$ cat config.mk
export PLATFORM = sky130hd
export DESIGN_NAME = radix_token_parse_max_abs_flat
export DESIGN_NICKNAME = d
export VERILOG_FILES = /design/src/rtl/core/rtpma_pkg.sv /design/src/rtl/core/rtpma_if.sv /design/src/rtl/core/rtpma_front.sv /design/src/rtl/core/rtpma_queue.sv /design/src/rtl/core/rtpma_back.sv /design/src/rtl/core/radix_token_parse_max_abs.sv /design/src/flat_wrapper.sv
export SDC_FILE = /design/constraint.sdc
export NUM_CORES = 2
export LEC_CHECK = 0
export BUFFER_PORTS_ARGS = -buffer_cell sky130_fd_sc_hd__buf_2
export CAP_MARGIN = 30
export CELL_PAD_IN_SITES_DETAIL_PLACEMENT = 1
export CELL_PAD_IN_SITES_GLOBAL_PLACEMENT = 2
export CORE_UTILIZATION = 44
export CTS_CLUSTER_SIZE = 20
export DETAILED_ROUTE_END_ITERATION = 8
export PLACE_DENSITY_LB_ADDON = 0.1
export SYNTH_ARGS = -nofsm -noshare
export SYNTH_HDL_FRONTEND = slang
export SYNTH_HIERARCHICAL = 1
export SYNTH_SLANG_ARGS = --single-unit
$ cat constraint.sdc
create_clock -name clk -period 26.3 [get_ports clk]
set_input_delay 3.945 -clock clk [delete_from_list [all_inputs] [get_ports clk]]
set_output_delay 3.945 -clock clk [all_outputs]
set_load 0.01 [all_outputs]
$ cat src/rtl/core/rtpma_pkg.sv
// ----------------------------------------------------------------------------
// rtpma_pkg
// Types, status codes, character constants and helpers of the radix token
// parser.
// ----------------------------------------------------------------------------
package rtpma_pkg;

    localparam int ACC_W  = 64;
    localparam int BASE_W = 6;
    localparam int PROD_W = ACC_W + BASE_W;

    localparam logic [1:0] ST_OK       = 2'd0;
    localparam logic [1:0] ST_BADDIGIT = 2'd1;
    localparam logic [1:0] ST_OVERFLOW = 2'd2;
    localparam logic [1:0] ST_NOVALUES = 2'd3;

    localparam logic [BASE_W-1:0] RADIX_RESET = 6'd10;
    localparam logic [BASE_W-1:0] RADIX_MIN   = 6'd2;
    localparam logic [BASE_W-1:0] RADIX_MAX   = 6'd36;

    localparam logic [7:0] CH_MINUS   = 8'h2D;
    localparam logic [7:0] CH_ZERO    = 8'h30;
    localparam logic [7:0] CH_NINE    = 8'h39;
    localparam logic [7:0] CH_UPPER_A = 8'h41;
    localparam logic [7:0] CH_UPPER_Z = 8'h5A;
    localparam logic [7:0] CH_LOWER_A = 8'h61;
    localparam logic [7:0] CH_LOWER_Z = 8'h7A;
    localparam logic [7:0] LETTER_OFS = 8'd10;

    localparam logic [PROD_W-1:0] POS_LIMIT = 70'h0_7FFF_FFFF_FFFF_FFFF;
    localparam logic [PROD_W-1:0] NEG_LIMIT = 70'h0_8000_0000_0000_0000;

    typedef struct packed {
        logic              alnum;
        logic [BASE_W-1:0] value;
    } digit_t;

    // Classified character as it travels from the front end to the back end.
    typedef struct packed {
        logic              stop;
        logic              last;
        logic              minus;
        logic              digit_ok;
        logic [BASE_W-1:0] digit;
    } item_cls_t;

    function automatic digit_t digit_of(input logic [7:0] c);
        digit_t d;
        d.alnum = 1'b1;
        d.value = '0;
        if (c >= CH_ZERO && c <= CH_NINE) begin
            d.value = BASE_W'(c - CH_ZERO);
        end else if (c >= CH_UPPER_A && c <= CH_UPPER_Z) begin
            d.value = BASE_W'(c - CH_UPPER_A + LETTER_OFS);
        end else if (c >= CH_LOWER_A && c <= CH_LOWER_Z) begin
            d.value = BASE_W'(c - CH_LOWER_A + LETTER_OFS);
        end else begin
            d.alnum = 1'b0;
        end
        return d;
    endfunction

    function automatic logic [BASE_W-1:0] clamp_radix(input logic [BASE_W-1:0] r);
        logic [BASE_W-1:0] b;
        b = r;
        if (r < RADIX_MIN) begin
            b = RADIX_MIN;
        end else if (r > RADIX_MAX) begin
            b = RADIX_MAX;
        end
        return b;
    endfunction

endpackage

$ cat src/rtl/core/rtpma_if.sv
// ----------------------------------------------------------------------------
// rtpma interfaces
// Valid/ready channels for characters, results and the radix register.
// ----------------------------------------------------------------------------
interface rtpma_sym_if;
    logic       valid;
    logic       ready;
    logic [7:0] symbol;
    logic       token_last;
    logic       stop_list;

    modport source (output valid, output symbol, output token_last,
                    output stop_list, input ready);
    modport sink   (input valid, input symbol, input token_last,
                    input stop_list, output ready);
endinterface

interface rtpma_res_if;
    logic               valid;
    logic               ready;
    logic [1:0]         status;
    logic signed [63:0] largest_value;
    logic               list_done;

    modport source (output valid, output status, output largest_value,
                    output list_done, input ready);
    modport sink   (input valid, input status, input largest_value,
                    input list_done, output ready);
endinterface

interface rtpma_cfg_if;
    logic       valid;
    logic       ready;
    logic [5:0] radix;

    modport source (output valid, output radix, input ready);
    modport sink   (input valid, input radix, output ready);
endinterface

$ cat src/rtl/core/rtpma_front.sv
// ----------------------------------------------------------------------------
// rtpma_front
// Accepts characters and classifies them as minus sign, valid digit or
// invalid character before they enter the queue.
// ----------------------------------------------------------------------------
module rtpma_front (
    rtpma_sym_if.sink                    sym,
    input  logic [rtpma_pkg::BASE_W-1:0] base,
    input  logic                         queue_full,
    output logic                         push,
    output rtpma_pkg::item_cls_t         push_data
);

    rtpma_pkg::digit_t dig;

    always_comb
    begin
        dig                = rtpma_pkg::digit_of(sym.symbol);
        push_data.stop     = sym.stop_list;
        push_data.last     = sym.token_last;
        push_data.minus    = (sym.symbol == rtpma_pkg::CH_MINUS);
        push_data.digit_ok = dig.alnum && (dig.value < base);
        push_data.digit    = dig.value;
    end

    assign sym.ready = !queue_full;
    assign push      = sym.valid && !queue_full;

endmodule

$ cat src/rtl/core/rtpma_queue.sv
// ----------------------------------------------------------------------------
// rtpma_queue
// Small first-in first-out queue of classified characters between the
// front end and the back end.
// ----------------------------------------------------------------------------
module rtpma_queue #(
    parameter int DEPTH = 2
) (
    input  logic                 clk,
    input  logic                 rst_n,
    input  logic                 push,
    input  rtpma_pkg::item_cls_t push_data,
    input  logic                 pop,
    output rtpma_pkg::item_cls_t pop_data,
    output logic                 full,
    output logic                 empty
);

    localparam int PTR_W = (DEPTH > 1) ? $clog2(DEPTH) : 1;
    localparam int CNT_W = $clog2(DEPTH + 1);
    localparam logic [PTR_W-1:0] PTR_LAST = PTR_W'(DEPTH - 1);
    localparam logic [CNT_W-1:0] CNT_FULL = CNT_W'(DEPTH);

    rtpma_pkg::item_cls_t store_reg [DEPTH];
    logic [PTR_W-1:0] wr_ptr_reg, wr_ptr_next;
    logic [PTR_W-1:0] rd_ptr_reg, rd_ptr_next;
    logic [CNT_W-1:0] count_reg, count_next;

    assign full     = (count_reg == CNT_FULL);
    assign empty    = (count_reg == '0);
    assign pop_data = store_reg[rd_ptr_reg];

    always_comb
    begin
        wr_ptr_next = wr_ptr_reg;
        rd_ptr_next = rd_ptr_reg;
        count_next  = count_reg;
        if (push) begin
            wr_ptr_next = (wr_ptr_reg == PTR_LAST) ? '0 : wr_ptr_reg + 1'b1;
        end
        if (pop) begin
            rd_ptr_next = (rd_ptr_reg == PTR_LAST) ? '0 : rd_ptr_reg + 1'b1;
        end
        if (push && !pop) begin
            count_next = count_reg + 1'b1;
        end else if (pop && !push) begin
            count_next = count_reg - 1'b1;
        end
    end

    always_ff @(posedge clk or negedge rst_n)
    begin
        if (!rst_n) begin
            wr_ptr_reg <= '0;
            rd_ptr_reg <= '0;
            count_reg  <= '0;
        end else begin
            wr_ptr_reg <= wr_ptr_next;
            rd_ptr_reg <= rd_ptr_next;
            count_reg  <= count_next;
        end
    end

    always_ff @(posedge clk)
    begin
        if (push) begin
            store_reg[wr_ptr_reg] <= push_data;
        end
    end

endmodule

$ cat src/rtl/core/rtpma_back.sv
// ----------------------------------------------------------------------------
// rtpma_back
// Accumulates digits with exact overflow detection, keeps the token of
// largest magnitude and drives the result register.
// ----------------------------------------------------------------------------
module rtpma_back (
    input  logic                         clk,
    input  logic                         rst_n,
    input  logic [rtpma_pkg::BASE_W-1:0] base,
    input  logic                         empty,
    input  rtpma_pkg::item_cls_t         item,
    output logic                         pop,
    rtpma_res_if.source                  res
);

    localparam int ACC_W  = rtpma_pkg::ACC_W;
    localparam int PROD_W = rtpma_pkg::PROD_W;

    logic [ACC_W-1:0] acc_reg, acc_next;
    logic             neg_reg, neg_next;
    logic             start_reg, start_next;
    logic [ACC_W-1:0] best_reg, best_next;
    logic [ACC_W-1:0] mag_reg, mag_next;
    logic             have_reg, have_next;
    logic [1:0]       err_reg, err_next;

    logic             out_valid_reg;
    logic [1:0]       out_status_reg, out_status_next;
    logic [ACC_W-1:0] out_value_reg, out_value_next;
    logic             out_done_reg, out_done_next;

    logic [PROD_W-1:0] prod;
    logic [PROD_W-1:0] sum;
    logic [PROD_W-1:0] limit;

    // A new transaction enters whenever the result register is free or drains now.
    assign pop = !empty && (!out_valid_reg || res.ready);

    always_comb
    begin
        acc_next        = acc_reg;
        neg_next        = neg_reg;
        start_next      = start_reg;
        best_next       = best_reg;
        mag_next        = mag_reg;
        have_next       = have_reg;
        err_next        = err_reg;
        out_status_next = err_reg;
        out_value_next  = best_reg;
        out_done_next   = 1'b0;

        prod  = PROD_W'(acc_reg) * PROD_W'(base);
        sum   = prod + PROD_W'(item.digit);
        limit = neg_reg ? rtpma_pkg::NEG_LIMIT : rtpma_pkg::POS_LIMIT;

        if (item.stop) begin
            out_status_next = err_reg;
            if (err_reg == rtpma_pkg::ST_OK && !have_reg) begin
                out_status_next = rtpma_pkg::ST_NOVALUES;
            end
            out_value_next = (out_status_next == rtpma_pkg::ST_OK) ? best_reg : '0;
            out_done_next  = 1'b1;
            acc_next       = '0;
            neg_next       = 1'b0;
            start_next     = 1'b1;
            best_next      = '0;
            mag_next       = '0;
            have_next      = 1'b0;
            err_next       = rtpma_pkg::ST_OK;
        end else begin
            if (err_reg == rtpma_pkg::ST_OK) begin
                if (start_reg && item.minus) begin
                    neg_next   = 1'b1;
                    start_next = 1'b0;
                end else begin
                    start_next = 1'b0;
                    if (!item.digit_ok) begin
                        err_next = rtpma_pkg::ST_BADDIGIT;
                    end else if (sum > limit) begin
                        err_next = rtpma_pkg::ST_OVERFLOW;
                    end else begin
                        acc_next = sum[ACC_W-1:0];
                    end
                end
                // Strictly larger magnitude wins, so ties keep the earlier token.
                if (item.last && err_next == rtpma_pkg::ST_OK
                    && (!have_reg || acc_next > mag_reg)) begin
                    best_next = neg_next ? ('0 - acc_next) : acc_next;
                    mag_next  = acc_next;
                    have_next = 1'b1;
                end
            end
            if (item.last) begin
                acc_next   = '0;
                neg_next   = 1'b0;
                start_next = 1'b1;
            end
            out_status_next = err_next;
            out_value_next  = best_next;
        end
    end

    always_ff @(posedge clk or negedge rst_n)
    begin
        if (!rst_n) begin
            acc_reg       <= '0;
            neg_reg       <= 1'b0;
            start_reg     <= 1'b1;
            best_reg      <= '0;
            mag_reg       <= '0;
            have_reg      <= 1'b0;
            err_reg       <= rtpma_pkg::ST_OK;
            out_valid_reg <= 1'b0;
        end else begin
            if (pop) begin
                acc_reg   <= acc_next;
                neg_reg   <= neg_next;
                start_reg <= start_next;
                best_reg  <= best_next;
                mag_reg   <= mag_next;
                have_reg  <= have_next;
                err_reg   <= err_next;
            end
            if (pop) begin
                out_valid_reg <= 1'b1;
            end else if (res.ready) begin
                out_valid_reg <= 1'b0;
            end
        end
    end

    always_ff @(posedge clk)
    begin
        if (pop) begin
            out_status_reg <= out_status_next;
            out_value_reg  <= out_value_next;
            out_done_reg   <= out_done_next;
        end
    end

    assign res.valid         = out_valid_reg;
    assign res.status        = out_status_reg;
    assign res.largest_value = out_value_reg;
    assign res.list_done     = out_done_reg;

endmodule

$ cat src/rtl/core/radix_token_parse_max_abs.sv
// ----------------------------------------------------------------------------
// radix_token_parse_max_abs: radix token parser keeping the largest magnitude
// An accepted character is stored in the queue and then registered in the result register.
// Throughput is one character per cycle while the result side does not stall.
// Reset clears the token and list state, empties the queue and loads radix 10.
// ----------------------------------------------------------------------------
module radix_token_parse_max_abs #(
    parameter int QUEUE_DEPTH = 2
) (
    input  logic        clk,
    input  logic        rst_n,
    rtpma_sym_if.sink   sym,
    rtpma_res_if.source res,
    rtpma_cfg_if.sink   cfg
);

    logic [rtpma_pkg::BASE_W-1:0] radix_reg;
    logic [rtpma_pkg::BASE_W-1:0] base;
    logic                         push;
    logic                         pop;
    logic                         queue_full;
    logic                         queue_empty;
    rtpma_pkg::item_cls_t         push_data;
    rtpma_pkg::item_cls_t         pop_data;

    assign cfg.ready = 1'b1;
    assign base      = rtpma_pkg::clamp_radix(radix_reg);

    always_ff @(posedge clk or negedge rst_n)
    begin
        if (!rst_n) begin
            radix_reg <= rtpma_pkg::RADIX_RESET;
        end else if (cfg.valid) begin
            radix_reg <= cfg.radix;
        end
    end

    rtpma_front u_front (
        .sym        (sym),
        .base       (base),
        .queue_full (queue_full),
        .push       (push),
        .push_data  (push_data)
    );

    rtpma_queue #(
        .DEPTH (QUEUE_DEPTH)
    ) u_queue (
        .clk       (clk),
        .rst_n     (rst_n),
        .push      (push),
        .push_data (push_data),
        .pop       (pop),
        .pop_data  (pop_data),
        .full      (queue_full),
        .empty     (queue_empty)
    );

    rtpma_back u_back (
        .clk   (clk),
        .rst_n (rst_n),
        .base  (base),
        .empty (queue_empty),
        .item  (pop_data),
        .pop   (pop),
        .res   (res)
    );

endmodule

$ cat src/flat_wrapper.sv
// flat-port wrapper written by rule: the top's interface ports become plain ports
module radix_token_parse_max_abs_flat 
#(
    parameter int QUEUE_DEPTH = 2
)
  (clk, rst_n, sym_valid, sym_symbol, sym_token_last, sym_stop_list, sym_ready, res_valid, res_status, res_largest_value, res_list_done, res_ready, cfg_valid, cfg_radix, cfg_ready);
  rtpma_sym_if sym_i ();
  rtpma_res_if res_i ();
  rtpma_cfg_if cfg_i ();
  input  logic clk;
  input  logic rst_n;
  input wire logic [$bits(sym_i.valid)-1:0] sym_valid;
  input wire logic [$bits(sym_i.symbol)-1:0] sym_symbol;
  input wire logic [$bits(sym_i.token_last)-1:0] sym_token_last;
  input wire logic [$bits(sym_i.stop_list)-1:0] sym_stop_list;
  output wire logic [$bits(sym_i.ready)-1:0] sym_ready;
  output wire logic [$bits(res_i.valid)-1:0] res_valid;
  output wire logic [$bits(res_i.status)-1:0] res_status;
  output wire logic [$bits(res_i.largest_value)-1:0] res_largest_value;
  output wire logic [$bits(res_i.list_done)-1:0] res_list_done;
  input wire logic [$bits(res_i.ready)-1:0] res_ready;
  input wire logic [$bits(cfg_i.valid)-1:0] cfg_valid;
  input wire logic [$bits(cfg_i.radix)-1:0] cfg_radix;
  output wire logic [$bits(cfg_i.ready)-1:0] cfg_ready;
  assign sym_i.valid = sym_valid;
  assign sym_i.symbol = sym_symbol;
  assign sym_i.token_last = sym_token_last;
  assign sym_i.stop_list = sym_stop_list;
  assign sym_ready = sym_i.ready;
  assign res_valid = res_i.valid;
  assign res_status = res_i.status;
  assign res_largest_value = res_i.largest_value;
  assign res_list_done = res_i.list_done;
  assign res_i.ready = res_ready;
  assign cfg_i.valid = cfg_valid;
  assign cfg_i.radix = cfg_radix;
  assign cfg_ready = cfg_i.ready;
  radix_token_parse_max_abs #(.QUEUE_DEPTH(QUEUE_DEPTH)) u_core (.clk(clk), .rst_n(rst_n), .sym(sym_i), .res(res_i), .cfg(cfg_i));
endmodule
==> results.sh <==
export IMPL_fillers=8475
export IMPL_nets=4219
export IMPL_drc_errors=28
export IMPL_cts_buffers=30
export IMPL_core_area_sq_um=73330
export IMPL_cp_slowest_cell="buf_4"
export IMPL_dpl_hpwl_microns=89550
export IMPL_synth_top_area_frac=0.1566
export IMPL_outcome="finished, violations left"
export IMPL_synth_top_area_cell="dfrtp_1"
export IMPL_setup_viol=0
export IMPL_final_hold_viol_count=0
export IMPL_io_buffers=89
export IMPL_start_util=0.4466
export IMPL_min_path_type="reg2reg"
export IMPL_slowest_delay_ps=770
export IMPL_critPathTopFamily="compound AO/OA/AOI/OAI gates"
export IMPL_finClkSkew_ps=22.13
export IMPL_powerDensity_nw_per_um2=70.75
export IMPL_final_period_utilization=0.5559
export IMPL_clk_latency_ps=580
export IMPL_cp_start_kind="register"
export IMPL_violations="design-rule violations"
export IMPL_place_ws_ps=11680
export IMPL_wl_per_cell_microns=24.35
export IMPL_hold_buffers=0
export IMPL_final_common_cell="nand2_1"
export IMPL_netlist_top_cells_area="dfrtp_1 (16%), fa_1 (15%), ha_1 (11%)"
export IMPL_ys_seq_area_frac=0.2388
export IMPL_final_cell_mix="nand2_1 (491), inv_1 (337), ha_1 (288)"
export IMPL_syn_avg_cell_area_sq_um=8.785
export IMPL_areaGrowthSynthToFinish_pct=6.674
export IMPL_cap_violations=0
export IMPL_synthCells=3728
export IMPL_critPathRequiredTime_ps=26780
export IMPL_m1WireLength_microns=54150
export IMPL_antenna_found_initial=1
export IMPL_synth_flop_cell="dfrtp_1"
export IMPL_worstSetupPathType="reg2reg"
export IMPL_ys_warn_count=6
export IMPL_holdWs_ps=478.2
export IMPL_clk_pin_slew_ps=60
export IMPL_timing_slew_headroom=0.2634
export IMPL_vias=27960
export IMPL_wl_met3_microns=7362
export IMPL_crit_fanout=75
export IMPL_die_area_sq_um=75530
export IMPL_cts_resized=0
export IMPL_grt_start_max_net_pins=79
export IMPL_setup_ws_ps=11680
export IMPL_cts_tree="built"
export IMPL_grt_setup_unrepaired="false"
export IMPL_rows=99
export IMPL_endpoint_kind="register"
export IMPL_fp_dieH_microns=274.8
export IMPL_grtUsageTotal=0.3017
export IMPL_tns_ps=0
export IMPL_worstMarginPinSlew_ps=1097
export IMPL_grt_pass1_vias=29700
export IMPL_ioPinCount=91
export IMPL_synth_distinct_cells=119
export IMPL_wl_microns=113000
export IMPL_grt_pass1_wl_microns=176800
export IMPL_period_needed_ps=14620
export IMPL_cts_buffer_depth=3
export IMPL_wl_met2_microns=48880
export IMPL_cts_root_buf="clkbuf_16"
export IMPL_ir_worst_vdd_v=0.00005773
export IMPL_gp_congestion=0.9382
export IMPL_multi_input_area_sq_um=22700
export IMPL_synth_edf_count=87
export IMPL_leakage_nw=17.18
export IMPL_drt_pass1_iterations=7
export IMPL_top_layer="met4"
export IMPL_regArea_sq_um=7824
export IMPL_synth_seq_cells=295
export IMPL_drive_gt1_frac=0.07822
export IMPL_async_reset_ff_frac=0.7051
export IMPL_ant_nets=0
export IMPL_maxSlewViolCount=0
export IMPL_arrival_ps=15100
export IMPL_timing_fmax_mhz=68.39
export IMPL_cts_sinks=295
export IMPL_syn_area_sq_um=32750
export IMPL_gr_total_overflow=0
export IMPL_die_w_microns=274.8
export IMPL_cts_max_level=1
export IMPL_drtIter0Drc=1799
export IMPL_via_per_inst=6.023
export IMPL_postCtsSetupRepairBufs=0
export IMPL_syn_num_nets=4289
export IMPL_worst_path_buf_inv=6
[logic make-up after synthesis]
| group | Yosys count | synth area share |
|---|---|---|
| simple gates | 1289 | 0.2004 |
| fa+ha+maj | 541 | 0.2644 |
| xor+xnor | 104 | 0.02781 |
| other cells | 1 | 0.0001145 |
| mux | 85 | 0.02796 |
| flops | 295 | 0.2388 |
| buf+inv | 578 | 0.07083 |
| compound gates | 835 | 0.1697 |
[tightest hold or removal path: cells and delay by family (launching register included)]
kind               cells  cell delay [ps]
AOI/OAI and AO/OA      1               60
DFF                    1              340
and+or+nand+nor        1               50
[per-stage QoR]
stage | cells | cell area (sq um) | util | power, W
floorplan | 3728 | 32750 | - | 0.001553
global placement | 4573 | 33720 | 0.4598 | 0.001949
detailed placement | 4581 | 33820 | 0.4612 | 0.002007
CTS | 4637 | 34860 | 0.4754 | 0.002472
global route | 4641 | 34930 | 0.4764 | 0.002623
finish | 4642 | 34940 | 0.4764 | 0.002472
[final timing paths]
kind / from / to / slack, ps / depth (start not counted)
worst min-delay path: u_core/u_back/mag_reg[42]$_DFFE_PN0P_ / u_core/u_back/mag_reg[42]$_DFFE_PN0P_ / 480 / 2
worst max register to register: u_core/radix_reg[5]$_DFFE_PN0P_ / u_core/u_back/mag_reg[52]$_DFFE_PN0P_ / 11680 / 43
min in group asynchronous: rst_n / u_core/u_back/best_reg[10]$_DFFE_PN0P_ / 3330 / 1
max in group asynchronous: rst_n / u_core/u_back/mag_reg[53]$_DFFE_PN0P_ / 20990 / 4
worst min register to register: u_core/u_back/mag_reg[42]$_DFFE_PN0P_ / u_core/u_back/mag_reg[42]$_DFFE_PN0P_ / 480 / 2
worst max-delay path: u_core/radix_reg[5]$_DFFE_PN0P_ / u_core/u_back/mag_reg[52]$_DFFE_PN0P_ / 11680 / 43
[cells in the mapped netlist, types with 8 or more instances]
master and n:
nor3b_1 10, mux2i_1 63, nand2_1 494, or4_1 13, nand2b_1 19, o21ai_0 233, o31ai_1 25, buf_1 8
buf_2 60, o2111ai_1 8, nand3_1 48, o211a_1 8, a21oi_1 165, inv_1 338, nor2b_1 18, clkbuf_1 155
xor2_1 21, nor3_1 74, a22o_1 86, a31oi_1 27, dfrtp_1 205, o21bai_1 10, and3_1 19, nand4_1 75
or3_1 28, nor4_1 32, fa_1 252, and2_1 250, o21ai_1 52, edfxtp_1 87, nor2_1 144, ha_1 288
buf_4 8, mux2_4 10, a21o_1 45, xnor2_1 83, and4_1 17, a211oi_1 17, o21a_1 24, o211ai_1 14
[report_power, final]
| part | switching [W] | internal [W] | leakage, nW |
|---|---|---|---|
| Clock | 0.000190 | 0.000266 | 0.513 |
| Sequential | 0.0000645 | 0.000611 | 3.72 |
| Combinational | 0.000887 | 0.000454 | 12.9 |
| Total | 0.00114 | 0.00133 | 17.2 |
[routing by layer]
metal / vias up / GRT usage
li1: 12750 / -
met1: 14360 / 0.4474
met2: 710 / 0.4547
met3: 129 / 0.05176
met4: 0 / 0.07197
met5: - / 0
[area by class of cell]
type                       instances  share of cell area
sequential                       295              0.2239
clock inverter                    18            0.005802
multi-input combinational       2855              0.6498
clock buffer                      38             0.02410
tap                              959             0.03434
inverter                         341             0.03667
antenna                            1          0.00007163
timing repair buffer             135             0.02528
No activity file was read; power rests on OpenSTA's default activity.
